[src/design/yfu_pkg.sv]
// Shared types, codes and the micro-op program for the Yee field update engine.
// Depends on nothing; used by the controller, datapath and top level.
`default_nettype none

package yfu_pkg;

  localparam int DW     = 32;
  localparam int ACC_W  = 52;
  localparam int GRIDS  = 9;
  localparam int IDX_W  = 5;

  typedef enum logic [1:0] {
    RQ_WRITE   = 2'd0,
    RQ_CURRENT = 2'd1,
    RQ_ADVANCE = 2'd2,
    RQ_READ    = 2'd3
  } req_t;

  typedef enum logic [2:0] {
    CFG_COEF_X = 3'd0,
    CFG_COEF_Y = 3'd1,
    CFG_COEF_Z = 3'd2,
    CFG_CUR    = 3'd3,
    CFG_E0_X   = 3'd4,
    CFG_E0_Y   = 3'd5,
    CFG_E0_Z   = 3'd6
  } cfg_idx_t;

  localparam logic [2:0] FIELD_COMP_LAST = 3'd5;
  localparam logic [2:0] CUR_COMP_LAST   = 3'd2;
  localparam logic [1:0] AXIS_LAST       = 2'd2;
  localparam logic [2:0] UOP_LAST_B      = 3'd4;
  localparam logic [2:0] UOP_LAST_E      = 3'd5;
  localparam logic [1:0] DRAIN_LAST      = 2'd2;

  typedef enum logic [3:0] {
    G_EX, G_EY, G_EZ, G_BX, G_BY, G_BZ, G_JX, G_JY, G_JZ
  } grid_t;

  typedef enum logic [2:0] {
    OP_NOP, OP_OLD, OP_A, OP_B, OP_J, OP_RD
  } op_t;

  typedef enum logic [2:0] {
    N_C, N_IP, N_IM, N_JP, N_JM, N_KP, N_KM
  } nbr_t;

  typedef enum logic [1:0] {
    C_X, C_Y, C_Z, C_CUR
  } csel_t;

  typedef enum logic [2:0] {
    W_ACC, W_SAMPLE, W_ZERO, W_E0X, W_E0Y, W_E0Z, W_CLEAR
  } wsrc_t;

  typedef enum logic [1:0] {
    PH_B1, PH_E, PH_B2
  } phase_t;

  typedef enum logic [3:0] {
    S_CLR, S_IDLE, S_MOD, S_HOST, S_RDW, S_CELL, S_UOP, S_DRAIN, S_WR, S_DONE
  } state_t;

  typedef struct packed {
    op_t   op;
    grid_t grid;
    nbr_t  nbr;
    csel_t csel;
    logic  neg;
  } uop_t;

  typedef struct packed {
    uop_t  u;
    logic  half;
    logic  wr_en;
    grid_t wr_grid;
    wsrc_t wsrc;
    logic  clr_flag;
    logic  clr_res;
    logic  take_req;
    logic  load_out;
  } cmd_t;

  function automatic uop_t mk(input op_t op, input grid_t g, input nbr_t n,
                              input csel_t c, input logic neg);
    uop_t u;
    u.op   = op;
    u.grid = g;
    u.nbr  = n;
    u.csel = c;
    u.neg  = neg;
    return u;
  endfunction

  // Operand sequence for one cell update: old value, then (a, b) pairs and,
  // in the E pass, the current term. B pass subtracts the curl, E pass adds it.
  function automatic uop_t prog(input logic is_e, input logic [1:0] axis,
                                input logic [2:0] idx);
    uop_t u;
    u = mk(OP_NOP, G_EX, N_C, C_X, 1'b0);
    unique case ({is_e, axis, idx})
      {1'b0, 2'd0, 3'd0}: u = mk(OP_OLD, G_BX, N_C,  C_X,   1'b0);
      {1'b0, 2'd0, 3'd1}: u = mk(OP_A,   G_EZ, N_JP, C_X,   1'b0);
      {1'b0, 2'd0, 3'd2}: u = mk(OP_B,   G_EZ, N_C,  C_Y,   1'b1);
      {1'b0, 2'd0, 3'd3}: u = mk(OP_A,   G_EY, N_KP, C_X,   1'b0);
      {1'b0, 2'd0, 3'd4}: u = mk(OP_B,   G_EY, N_C,  C_Z,   1'b0);
      {1'b0, 2'd1, 3'd0}: u = mk(OP_OLD, G_BY, N_C,  C_X,   1'b0);
      {1'b0, 2'd1, 3'd1}: u = mk(OP_A,   G_EX, N_KP, C_X,   1'b0);
      {1'b0, 2'd1, 3'd2}: u = mk(OP_B,   G_EX, N_C,  C_Z,   1'b1);
      {1'b0, 2'd1, 3'd3}: u = mk(OP_A,   G_EZ, N_IP, C_X,   1'b0);
      {1'b0, 2'd1, 3'd4}: u = mk(OP_B,   G_EZ, N_C,  C_X,   1'b0);
      {1'b0, 2'd2, 3'd0}: u = mk(OP_OLD, G_BZ, N_C,  C_X,   1'b0);
      {1'b0, 2'd2, 3'd1}: u = mk(OP_A,   G_EY, N_IP, C_X,   1'b0);
      {1'b0, 2'd2, 3'd2}: u = mk(OP_B,   G_EY, N_C,  C_X,   1'b1);
      {1'b0, 2'd2, 3'd3}: u = mk(OP_A,   G_EX, N_JP, C_X,   1'b0);
      {1'b0, 2'd2, 3'd4}: u = mk(OP_B,   G_EX, N_C,  C_Y,   1'b0);
      {1'b1, 2'd0, 3'd0}: u = mk(OP_OLD, G_EX, N_C,  C_X,   1'b0);
      {1'b1, 2'd0, 3'd1}: u = mk(OP_A,   G_BZ, N_C,  C_X,   1'b0);
      {1'b1, 2'd0, 3'd2}: u = mk(OP_B,   G_BZ, N_JM, C_Y,   1'b0);
      {1'b1, 2'd0, 3'd3}: u = mk(OP_A,   G_BY, N_C,  C_X,   1'b0);
      {1'b1, 2'd0, 3'd4}: u = mk(OP_B,   G_BY, N_KM, C_Z,   1'b1);
      {1'b1, 2'd0, 3'd5}: u = mk(OP_J,   G_JX, N_C,  C_CUR, 1'b1);
      {1'b1, 2'd1, 3'd0}: u = mk(OP_OLD, G_EY, N_C,  C_X,   1'b0);
      {1'b1, 2'd1, 3'd1}: u = mk(OP_A,   G_BZ, N_C,  C_X,   1'b0);
      {1'b1, 2'd1, 3'd2}: u = mk(OP_B,   G_BZ, N_IM, C_X,   1'b1);
      {1'b1, 2'd1, 3'd3}: u = mk(OP_A,   G_BX, N_C,  C_X,   1'b0);
      {1'b1, 2'd1, 3'd4}: u = mk(OP_B,   G_BX, N_KM, C_Z,   1'b0);
      {1'b1, 2'd1, 3'd5}: u = mk(OP_J,   G_JY, N_C,  C_CUR, 1'b1);
      {1'b1, 2'd2, 3'd0}: u = mk(OP_OLD, G_EZ, N_C,  C_X,   1'b0);
      {1'b1, 2'd2, 3'd1}: u = mk(OP_A,   G_BY, N_C,  C_X,   1'b0);
      {1'b1, 2'd2, 3'd2}: u = mk(OP_B,   G_BY, N_IM, C_X,   1'b0);
      {1'b1, 2'd2, 3'd3}: u = mk(OP_A,   G_BX, N_C,  C_X,   1'b0);
      {1'b1, 2'd2, 3'd4}: u = mk(OP_B,   G_BX, N_JM, C_Y,   1'b1);
      {1'b1, 2'd2, 3'd5}: u = mk(OP_J,   G_JZ, N_C,  C_CUR, 1'b1);
      default:            u = mk(OP_NOP, G_EX, N_C,  C_X,   1'b0);
    endcase
    return u;
  endfunction

endpackage

`default_nettype wire

[src/design/yfu_ctrl.sv]
// Sequencer: request decode, clearing sweep, and the three-pass field sweep.
// Depends on yfu_pkg; drives yfu_dpath through yfu_pkg::cmd_t.
`default_nettype none

module yfu_ctrl #(
  parameter int NX = 16,
  parameter int NY = 16,
  parameter int NZ = 16,
  localparam int IW = $clog2(NX + 1),
  localparam int JW = $clog2(NY),
  localparam int KW = $clog2(NZ)
) (
  input  wire logic              clk,
  input  wire logic              rst,
  input  wire logic              in_valid,
  output      logic              in_ready,
  input  wire logic [1:0]        req_type,
  input  wire logic [2:0]        component,
  input  wire logic [4:0]        ix,
  input  wire logic [4:0]        iy,
  input  wire logic [4:0]        iz,
  output      logic              out_valid,
  input  wire logic              out_ready,
  output      yfu_pkg::cmd_t     cmd,
  output      logic [IW-1:0]     ci,
  output      logic [JW-1:0]     cj,
  output      logic [KW-1:0]     ck
);

  yfu_pkg::state_t state, state_next;
  yfu_pkg::phase_t phase, phase_next;
  yfu_pkg::wsrc_t  fsrc, fsrc_next;
  logic [1:0]      axis, axis_next;
  logic [IW-1:0]   i, i_next;
  logic [JW-1:0]   j, j_next;
  logic [KW-1:0]   k, k_next;
  logic [2:0]      uidx, uidx_next;
  logic [1:0]      dcnt, dcnt_next;
  logic [1:0]      rtype, rtype_next;
  logic [2:0]      rcomp, rcomp_next;
  logic [4:0]      hx, hx_next;
  logic [4:0]      hy, hy_next;
  logic [4:0]      hz, hz_next;
  logic            out_valid_next;

  logic is_e, k_last, j_last, i_last, cell_last, step_cell, step_sweep;
  logic host_ok;

  assign is_e      = (phase == yfu_pkg::PH_E);
  assign k_last    = (k == KW'(NZ - 1));
  assign j_last    = (j == JW'(NY - 1));
  assign i_last    = (i == IW'(NX));
  assign cell_last = k_last && j_last && i_last;
  assign host_ok   = (int'(hx) <= NX);
  assign ci = i;
  assign cj = j;
  assign ck = k;

  always_ff @(posedge clk) begin
    if (rst) begin
      state     <= yfu_pkg::S_CLR;
      out_valid <= 1'b0;
      i         <= '0;
      j         <= '0;
      k         <= '0;
    end else begin
      state     <= state_next;
      out_valid <= out_valid_next;
      i         <= i_next;
      j         <= j_next;
      k         <= k_next;
    end
  end

  always_ff @(posedge clk) begin
    phase <= phase_next;
    fsrc  <= fsrc_next;
    axis  <= axis_next;
    uidx  <= uidx_next;
    dcnt  <= dcnt_next;
    rtype <= rtype_next;
    rcomp <= rcomp_next;
    hx    <= hx_next;
    hy    <= hy_next;
    hz    <= hz_next;
  end

  always_comb begin
    state_next     = state;
    phase_next     = phase;
    fsrc_next      = fsrc;
    axis_next      = axis;
    uidx_next      = uidx;
    dcnt_next      = dcnt;
    rtype_next     = rtype;
    rcomp_next     = rcomp;
    hx_next        = hx;
    hy_next        = hy;
    hz_next        = hz;
    i_next         = i;
    j_next         = j;
    k_next         = k;
    out_valid_next = out_valid && !out_ready;
    in_ready       = 1'b0;
    step_cell      = 1'b0;
    step_sweep     = 1'b0;
    cmd            = '0;

    unique case (state)
      yfu_pkg::S_CLR: begin
        cmd.wr_en = 1'b1;
        cmd.wsrc  = yfu_pkg::W_CLEAR;
        step_cell = 1'b1;
        if (cell_last) state_next = yfu_pkg::S_IDLE;
      end
      yfu_pkg::S_IDLE: begin
        in_ready = 1'b1;
        if (in_valid) begin
          cmd.clr_res  = 1'b1;
          cmd.take_req = 1'b1;
          rtype_next   = req_type;
          rcomp_next   = component;
          hx_next      = ix;
          hy_next      = iy;
          hz_next      = iz;
          if (req_type == yfu_pkg::RQ_ADVANCE) begin
            cmd.clr_flag = 1'b1;
            phase_next   = yfu_pkg::PH_B1;
            axis_next    = '0;
            i_next       = '0;
            j_next       = '0;
            k_next       = '0;
            state_next   = yfu_pkg::S_CELL;
          end else begin
            state_next = yfu_pkg::S_MOD;
          end
        end
      end
      yfu_pkg::S_MOD: begin
        if (int'(hy) >= NY) hy_next = hy - 5'(NY);
        if (int'(hz) >= NZ) hz_next = hz - 5'(NZ);
        if (int'(hy) < NY && int'(hz) < NZ) begin
          i_next     = IW'(hx);
          j_next     = JW'(hy);
          k_next     = KW'(hz);
          state_next = yfu_pkg::S_HOST;
        end
      end
      yfu_pkg::S_HOST: begin
        state_next = yfu_pkg::S_DONE;
        unique case (rtype)
          yfu_pkg::RQ_WRITE: begin
            cmd.wr_en   = host_ok && (rcomp <= yfu_pkg::FIELD_COMP_LAST);
            cmd.wr_grid = yfu_pkg::grid_t'({1'b0, rcomp});
            cmd.wsrc    = yfu_pkg::W_SAMPLE;
          end
          yfu_pkg::RQ_CURRENT: begin
            cmd.wr_en   = host_ok && (rcomp <= yfu_pkg::CUR_COMP_LAST);
            cmd.wr_grid = yfu_pkg::grid_t'(4'({1'b0, rcomp}) + 4'(yfu_pkg::G_JX));
            cmd.wsrc    = yfu_pkg::W_SAMPLE;
          end
          yfu_pkg::RQ_READ: begin
            if (host_ok && (rcomp <= yfu_pkg::FIELD_COMP_LAST)) begin
              cmd.u.op   = yfu_pkg::OP_RD;
              cmd.u.grid = yfu_pkg::grid_t'({1'b0, rcomp});
            end
            state_next = yfu_pkg::S_RDW;
          end
          default: ;
        endcase
      end
      yfu_pkg::S_RDW: state_next = yfu_pkg::S_DONE;
      yfu_pkg::S_CELL: begin
        fsrc_next = yfu_pkg::W_ACC;
        uidx_next = '0;
        if (!is_e && axis != 2'd0 && i_last) begin
          step_sweep = 1'b1;
        end else if (is_e && i_last) begin
          unique case (axis)
            2'd0:    fsrc_next = yfu_pkg::W_E0X;
            2'd1:    fsrc_next = yfu_pkg::W_E0Y;
            default: fsrc_next = yfu_pkg::W_E0Z;
          endcase
          state_next = yfu_pkg::S_WR;
        end else if (is_e && axis != 2'd0 && i == '0) begin
          fsrc_next  = yfu_pkg::W_ZERO;
          state_next = yfu_pkg::S_WR;
        end else begin
          state_next = yfu_pkg::S_UOP;
        end
      end
      yfu_pkg::S_UOP: begin
        cmd.u    = yfu_pkg::prog(is_e, axis, uidx);
        cmd.half = !is_e;
        if (uidx == (is_e ? yfu_pkg::UOP_LAST_E : yfu_pkg::UOP_LAST_B)) begin
          dcnt_next  = '0;
          state_next = yfu_pkg::S_DRAIN;
        end else begin
          uidx_next = uidx + 3'd1;
        end
      end
      yfu_pkg::S_DRAIN: begin
        dcnt_next = dcnt + 2'd1;
        if (dcnt == yfu_pkg::DRAIN_LAST) state_next = yfu_pkg::S_WR;
      end
      yfu_pkg::S_WR: begin
        cmd.wr_en   = 1'b1;
        cmd.wr_grid = is_e ? yfu_pkg::grid_t'({2'b00, axis})
                           : yfu_pkg::grid_t'(4'({2'b00, axis}) + 4'(yfu_pkg::G_BX));
        cmd.wsrc    = fsrc;
        step_sweep  = 1'b1;
      end
      yfu_pkg::S_DONE: begin
        if (!out_valid || out_ready) begin
          cmd.load_out   = 1'b1;
          out_valid_next = 1'b1;
          state_next     = yfu_pkg::S_IDLE;
        end
      end
      default: state_next = yfu_pkg::S_IDLE;
    endcase

    if (step_sweep) begin
      step_cell = 1'b1;
      if (state == yfu_pkg::S_WR || state == yfu_pkg::S_CELL) begin
        state_next = yfu_pkg::S_CELL;
      end
      if (cell_last) begin
        axis_next = (axis == yfu_pkg::AXIS_LAST) ? 2'd0 : axis + 2'd1;
        if (axis == yfu_pkg::AXIS_LAST) begin
          phase_next = yfu_pkg::phase_t'(phase + 2'd1);
          if (phase == yfu_pkg::PH_B2) state_next = yfu_pkg::S_DONE;
        end
      end
    end

    if (step_cell) begin
      k_next = k_last ? '0 : k + 1'b1;
      if (k_last) j_next = j_last ? '0 : j + 1'b1;
      if (k_last && j_last) i_next = i_last ? '0 : i + 1'b1;
    end
  end

endmodule

`default_nettype wire

[config.mk]
export PLATFORM = sky130hd
export DESIGN_NAME = yfu_ctrl
export DESIGN_NICKNAME = d
export VERILOG_FILES = /design/src/design/yfu_pkg.sv /design/src/design/yfu_ctrl.sv
export SDC_FILE = /design/constraint.sdc
export NUM_CORES = 1
export LEC_CHECK = 0
export ABC_CLOCK_PERIOD_IN_PS = 2200
export BUFFER_PORTS_ARGS = -buffer_cell sky130_fd_sc_hd__buf_2
export CORE_ASPECT_RATIO = 1.25
export CORE_MARGIN = 2
export CORE_UTILIZATION = 50
export CTS_CLUSTER_DIAMETER = 40
export CTS_CLUSTER_SIZE = 14
export DETAILED_ROUTE_END_ITERATION = 10
export PLACE_DENSITY = 0.76
export SETUP_SLACK_MARGIN = 0.4
export SYNTH_ARGS = -nofsm -noshare
export SYNTH_HDL_FRONTEND = slang
export SYNTH_SLANG_ARGS = --single-unit
export TNS_END_PERCENT = 10
[constraint.sdc]
create_clock -name clk -period 2.2 [get_ports clk]
set_input_delay 0.33 -clock clk [delete_from_list [all_inputs] [get_ports clk]]
set_output_delay 0.33 -clock clk [all_outputs]
set_load 0.05 [all_outputs]
=== Yosys cells after proc, flatten, opt, wreduce, memory -nomap -nowiden ===
Memories as Yosys holds them, arrays and structs flattened.
Index checks and enable logic that the tools add are counted.

* Register bits: 50
* ROM bits: 832
* Bits of input ports: 24
* Word-level logic and storage cells: 179
* Memories: 1

{| class="wikitable"
|+ Memory list
! memory !! depth !! width !! read ports !! clocked after memory_dff !! wr ports !! line !! text
|-
| (no name shown) || 64 || 13 || 1 || 0 || 0 || yfu_pkg.sv:101 || <nowiki>unique case ({is_e, axis, idx})</nowiki>
|}

* $add $sub $neg: 11
* $lt $le $gt $ge: 7
* Equal/unequal tests: 29
* Muxes and demuxes: 84
* Reductions and logical operators: 32

{| class="wikitable"
|+ Operator list
! kind !! number
|-
| 4-bit 2-to-1 mux || 26
|-
| 5-bit 2-to-1 mux || 10
|-
| 4-bit case mux with 10 select lines || 1
|-
| 5-bit case mux with 2 select lines || 3
|-
| 2-bit 2-to-1 mux || 14
|-
| 4-bit case mux with 2 select lines || 3
|-
| 7-bit 2-to-1 mux || 3
|-
| 3-bit 2-to-1 mux || 6
|-
| 4-bit by 3-bit == test with 1-bit output, second input constant || 4
|-
| 4-bit == test, second input constant || 4
|-
| 8-bit case mux with 2 select lines || 1
|-
| 7-bit case mux with 2 select lines || 1
|-
| 3-bit case mux with 2 select lines || 2
|-
| 1-bit logical AND || 11
|-
| 2-bit == test, second input constant || 5
|-
| 5-bit >= comparator, second input constant || 2
|-
| 5-bit less-than comparator, second input constant || 2
|-
| 1-bit 2-to-1 mux || 10
|-
| 2-bit != test, second input constant || 5
|-
| 5-bit subtractor, second input constant || 2
|-
| 3-bit != test, second input constant || 3
|-
| 3-bit case mux with 3 select lines || 1
|-
| 4-bit by 1-bit adder with 4-bit output, second input constant || 2
|-
| 4-bit by 2-bit == test with 1-bit output, second input constant || 2
|-
| other kinds (25) || 40
|}

=== Logic depth before layout (Yosys ltp) ===
* Depth after elaboration: 12
* Depth in mapped cells: 9

=== Least setup slack after synthesis ===
OpenSTA, ideal clock, no wires.

* Path kind: reg2out
* From: reg state[0]
* To: out cmd[21] in the netlist's numbering
* Data arrival time: 2.791 ns
* Required time: 1.870 ns
* Path slack: -0.921 ns
* Cell stages (with the launch flop): 5
* Path buffers: 1
* Cell sequence: dfxtp_1 buf_2 nor4bb_1 nand2b_1 o311ai_0

{| class="wikitable"
|+ RTL lines
! item !! line !! text
|-
| start: declaration || yfu_ctrl.sv:30 || <nowiki>yfu_pkg::state_t state, state_next;</nowiki>
|-
| start signal: assignment || yfu_ctrl.sv:61 || <nowiki>state <= yfu_pkg::S_CLR;</nowiki>
|-
| start signal: assignment || yfu_ctrl.sv:67 || <nowiki>state <= state_next;</nowiki>
|-
| end: declaration || yfu_ctrl.sv:24 || <nowiki>output yfu_pkg::cmd_t cmd,</nowiki>
|}

==> flow_summary.json <==
{
  "finalSetupViolCount": 8,
  "max_freq_mhz": 423,
  "maximum_number_of_pins_on_one_net_before_global_route_repair": 24,
  "final_wtd_congestion": 0.922,
  "tritoncts_num_sinks": 50,
  "synth_cells": 404,
  "number_of_buffers_inserted_by_port_buffering": 64,
  "initial_antenna_violation_count": 0,
  "num-fill-cells": 481,
  "syn_area_per_cell_sq_um": 8.60,
  "cts.clk_slew.worst_paths_ps": 90,
  "flow.area_growth_from_synthesis_pct": 45.8,
  "routed_wl_microns": 10800,
  "htreeDepth": 2,
  "starting_drt_drc_count": 198,
  "post_synth_most_frequent_cells": "sky130_fd_sc_hd__nand2_1, sky130_fd_sc_hd__a21oi_1, sky130_fd_sc_hd__edfxtp_1, sky130_fd_sc_hd__inv_1, sky130_fd_sc_hd__nor2_1",
  "ctsHoldBuffers": 0,
  "yosys.cell_types.count": 72,
  "synth.top_cells.by_area": "sky130_fd_sc_hd__edfxtp_1, sky130_fd_sc_hd__dfxtp_1, sky130_fd_sc_hd__ha_1",
  "post-route-min-period_ps": 2360,
  "hold_ws_ps": 191,
  "clockRootBuffer": "sky130_fd_sc_hd__clkbuf_8",
  "fp.coreArea_sq_um": 6850,
  "syn_nets": 449,
  "worstSkewPairLatency_ps": 310,
  "yosys.area.top_type_share_pct": 24.2,
  "drive_above_1_share_pct": 45.5,
  "p_per_cell_area_nw_per_um2": 857,
  "worst-endpoint-arrival_ps": 2030,
  "setup-tns-final_ps": -823,
  "crit-reg2reg-launch": "ck[1]",
  "grt_first_pass_wirelength_microns": 16600,
  "most_used_dff_post_synth": "sky130_fd_sc_hd__edfxtp_1",
  "synth.largest_area_cell": "sky130_fd_sc_hd__edfxtp_1",
  "initial_core_util_pct": 50.7,
  "nNetsFinal": 541,
  "failed_checks": "setup timing",
  "final_antenna_net_count": 0,
  "tritoncts": "done",
  "hpwlAfterDp_microns": 7500,
  "fp.dieW_microns": 78.6,
  "antenna_diode_instance_count": 0,
  "seqCellArea_sq_um": 1310,
  "die_h_microns": 97.2,
  "groute.usage.overall_pct": 27.4,
  "synth_seq_cells": 50,
  "grt_pass1_vias": 3443,
  "post_drt_wl_per_cell_microns": 18.4,
  "hold_path.startpoint": "ix[2]",
  "pwr-share-seq_pct": 29.7,
  "boundaryPins": 65,
  "async_flop_share_pct": 0,
  "site_row_count": 34,
  "endpoint_type_of_the_worst_setup_path": "output port",
  "worst_hold_check_path_type": "input port to flip-flop",
  "worst-endpoint-required_ps": 1870,
  "power_leakage_nw": 2.03,
  "max_slew.worst_pin.slew_ps": 451,
  "timing.max_cap.violations": 0,
  "number_of_flops_mapped_to_enable_cells_by_yosys": 28,
  "power_switching_w": 0.00200,
  "timing.critical_path.from_type": "flip-flop",
  "timing.setup.critical_path_class": "flip-flop to output port",
  "final.setup_skew_ps": 4.38,
  "power_switching_share_pct": 45.9,
  "post_synth_instance_area_sq_um": 3480,
  "crit_path_setup_slack_layout_ps": -163,
  "grt_setup_unrepaired": "yes",
  "timing.final.max_slew_violations": 0,
  "numCtsBuffers": 5,
  "max_slew_margin_pct": 69.9,
  "irDropWorstVdd_mv": 0.656,
  "gr-total-overflow": 0,
  "synthesis.yosys.warnings": 0,
  "period_share_pct": 107,
  "power.combinational.fraction_pct": 57.9,
  "run_status": "finished, violations left",
  "vias": 3570,
  "viasPerCell": 6.08,
  "critical_path_source": "uidx[0]",
  "synth.yosys.seq_area_share_pct": 36.9,
  "timing_hold_violations_final": 0,
  "fp.dieArea_sq_um": 7640,
  "detail_route.drc_violations": 0,
  "internal_power_w": 0.00235,
  "yosys.cell_count.top_type": "sky130_fd_sc_hd__nand2_1",
  "pwr-share-clk_pct": 12.4,
  "multi_input_gate_area_sq_um": 2500,
  "worstPathMaxFanout": 4,
  "cts-root-to-sink-buffers": 2,
  "drtPass1Iterations": 5
}
[sequential cells by signal, summed over array words and instances, names as in the netlist]
name	flops
rtype	2
axis	2
dcnt	2
fsrc	3
cj	4
uidx	3
hy	5
ci	5
state	4
out_valid	1
ck	4
rcomp	3
hx	5
hz	5
phase	2
[cells in the final DEF (no fill, tap or decap), drive strengths merged, types with 3 or more instances in the layout]
cell	count
nand2b	6
nand3	17
a31oi	9
nor2	29
o22ai	8
clkbuf	6
edfxtp	28
and3	6
a211oi	4
xor2	5
a21oi	30
nor3b	3
nor2b	5
ha	21
dfxtp	22
nand4	3
buf	107
or2	3
mux2i	3
and2	12
nor3	14
o31ai	5
o21ai	20
nand2	51
inv	29
or3	4
a21o	3
a221oi	6
[path summary, 6_finish.rpt]
path | endpoint | slack, ps | cells after the start
worst max-delay path | cmd[21] | -160 | 8
worst min-delay path | hx[2] | 190 | 1
worst max register to register | ci[3] | 200 | 6
worst min register to register | phase[1] | 500 | 2
[logic make-up (layout without fill, tap and decap cells)]
family                   count (synthesis)  count (layout)  synth area share [%]
buffers and inverters                   52             145                  6.62
multiplexers                             5               5                  1.51
XOR/XNOR                                 6               6                  1.51
flip-flops                              50              50                  36.9
adder cells (fa/ha/maj)                 21              21                  7.56
AO/OA/AOI/OAI                          103             103                  20.3
AND/OR/NAND/NOR                        167             167                  25.6
[critical path, cell delays in order (launching register included)]
cell and delay (ps):
sky130_fd_sc_hd__edfxtp_1 470, sky130_fd_sc_hd__inv_2 140, sky130_fd_sc_hd__ha_4 210, sky130_fd_sc_hd__buf_4 150, sky130_fd_sc_hd__a31oi_1 230, sky130_fd_sc_hd__o22ai_1 110, sky130_fd_sc_hd__nand4_1 120, sky130_fd_sc_hd__o311ai_2 110
sky130_fd_sc_hd__buf_6 170
[layout make-up]
type | count | area share [%]
repair buffers | 107 | 18.3
flip-flops and latches | 50 | 25.9
well taps | 90 | 2.22
clock buffers | 6 | 1.43
inverters | 30 | 2.54
clock inverters | 2 | 0.272
multi-input cells | 302 | 49.3
[metal layers]
layer	wire (microns)	vias up	track usage, %
li1	-	1649	-
met1	4060	1711	30.5
met2	5690	166	49.2
met3	494	44	3.35
met5	0	-	0
met4	546	0	15.4
[power groups by stage]
stage	Sequential (W)	Clock [W]	Combinational [W]
after CTS	0.00127	0.000536	0.00234
after detailed placement	0.00127	0	0.00196
after global placement	0.00127	0	0.00192
after global routing	0.00131	0.000578	0.00265
after floorplan	0.00135	0	0.00126
final	0.00129	0.000537	0.00252
[per-stage QoR]
step / instances / area [sq um] / util, % / worst slack, ps / total power, W
global placement: 572 / 4220 / 61.6 / 75.8 / 0.00318
finish: 587 / 5070 / 74.0 / -163 / 0.00434
global route: 587 / 5070 / 74.0 / -247 / 0.00453
floorplan: 404 / 3610 / - / -33.8 / 0.00260
detailed placement: 572 / 4220 / 61.6 / 57.3 / 0.00324
CTS: 587 / 4820 / 70.4 / -134 / 0.00414
[what timing repair did]
item	in CTS	in global routing
buffers inserted	7	0
pin swaps	47	57
gates cloned	0	0
gates resized for setup	133	61
setup endpoints to repair	60	60
(Power assumes the default switching activity.)
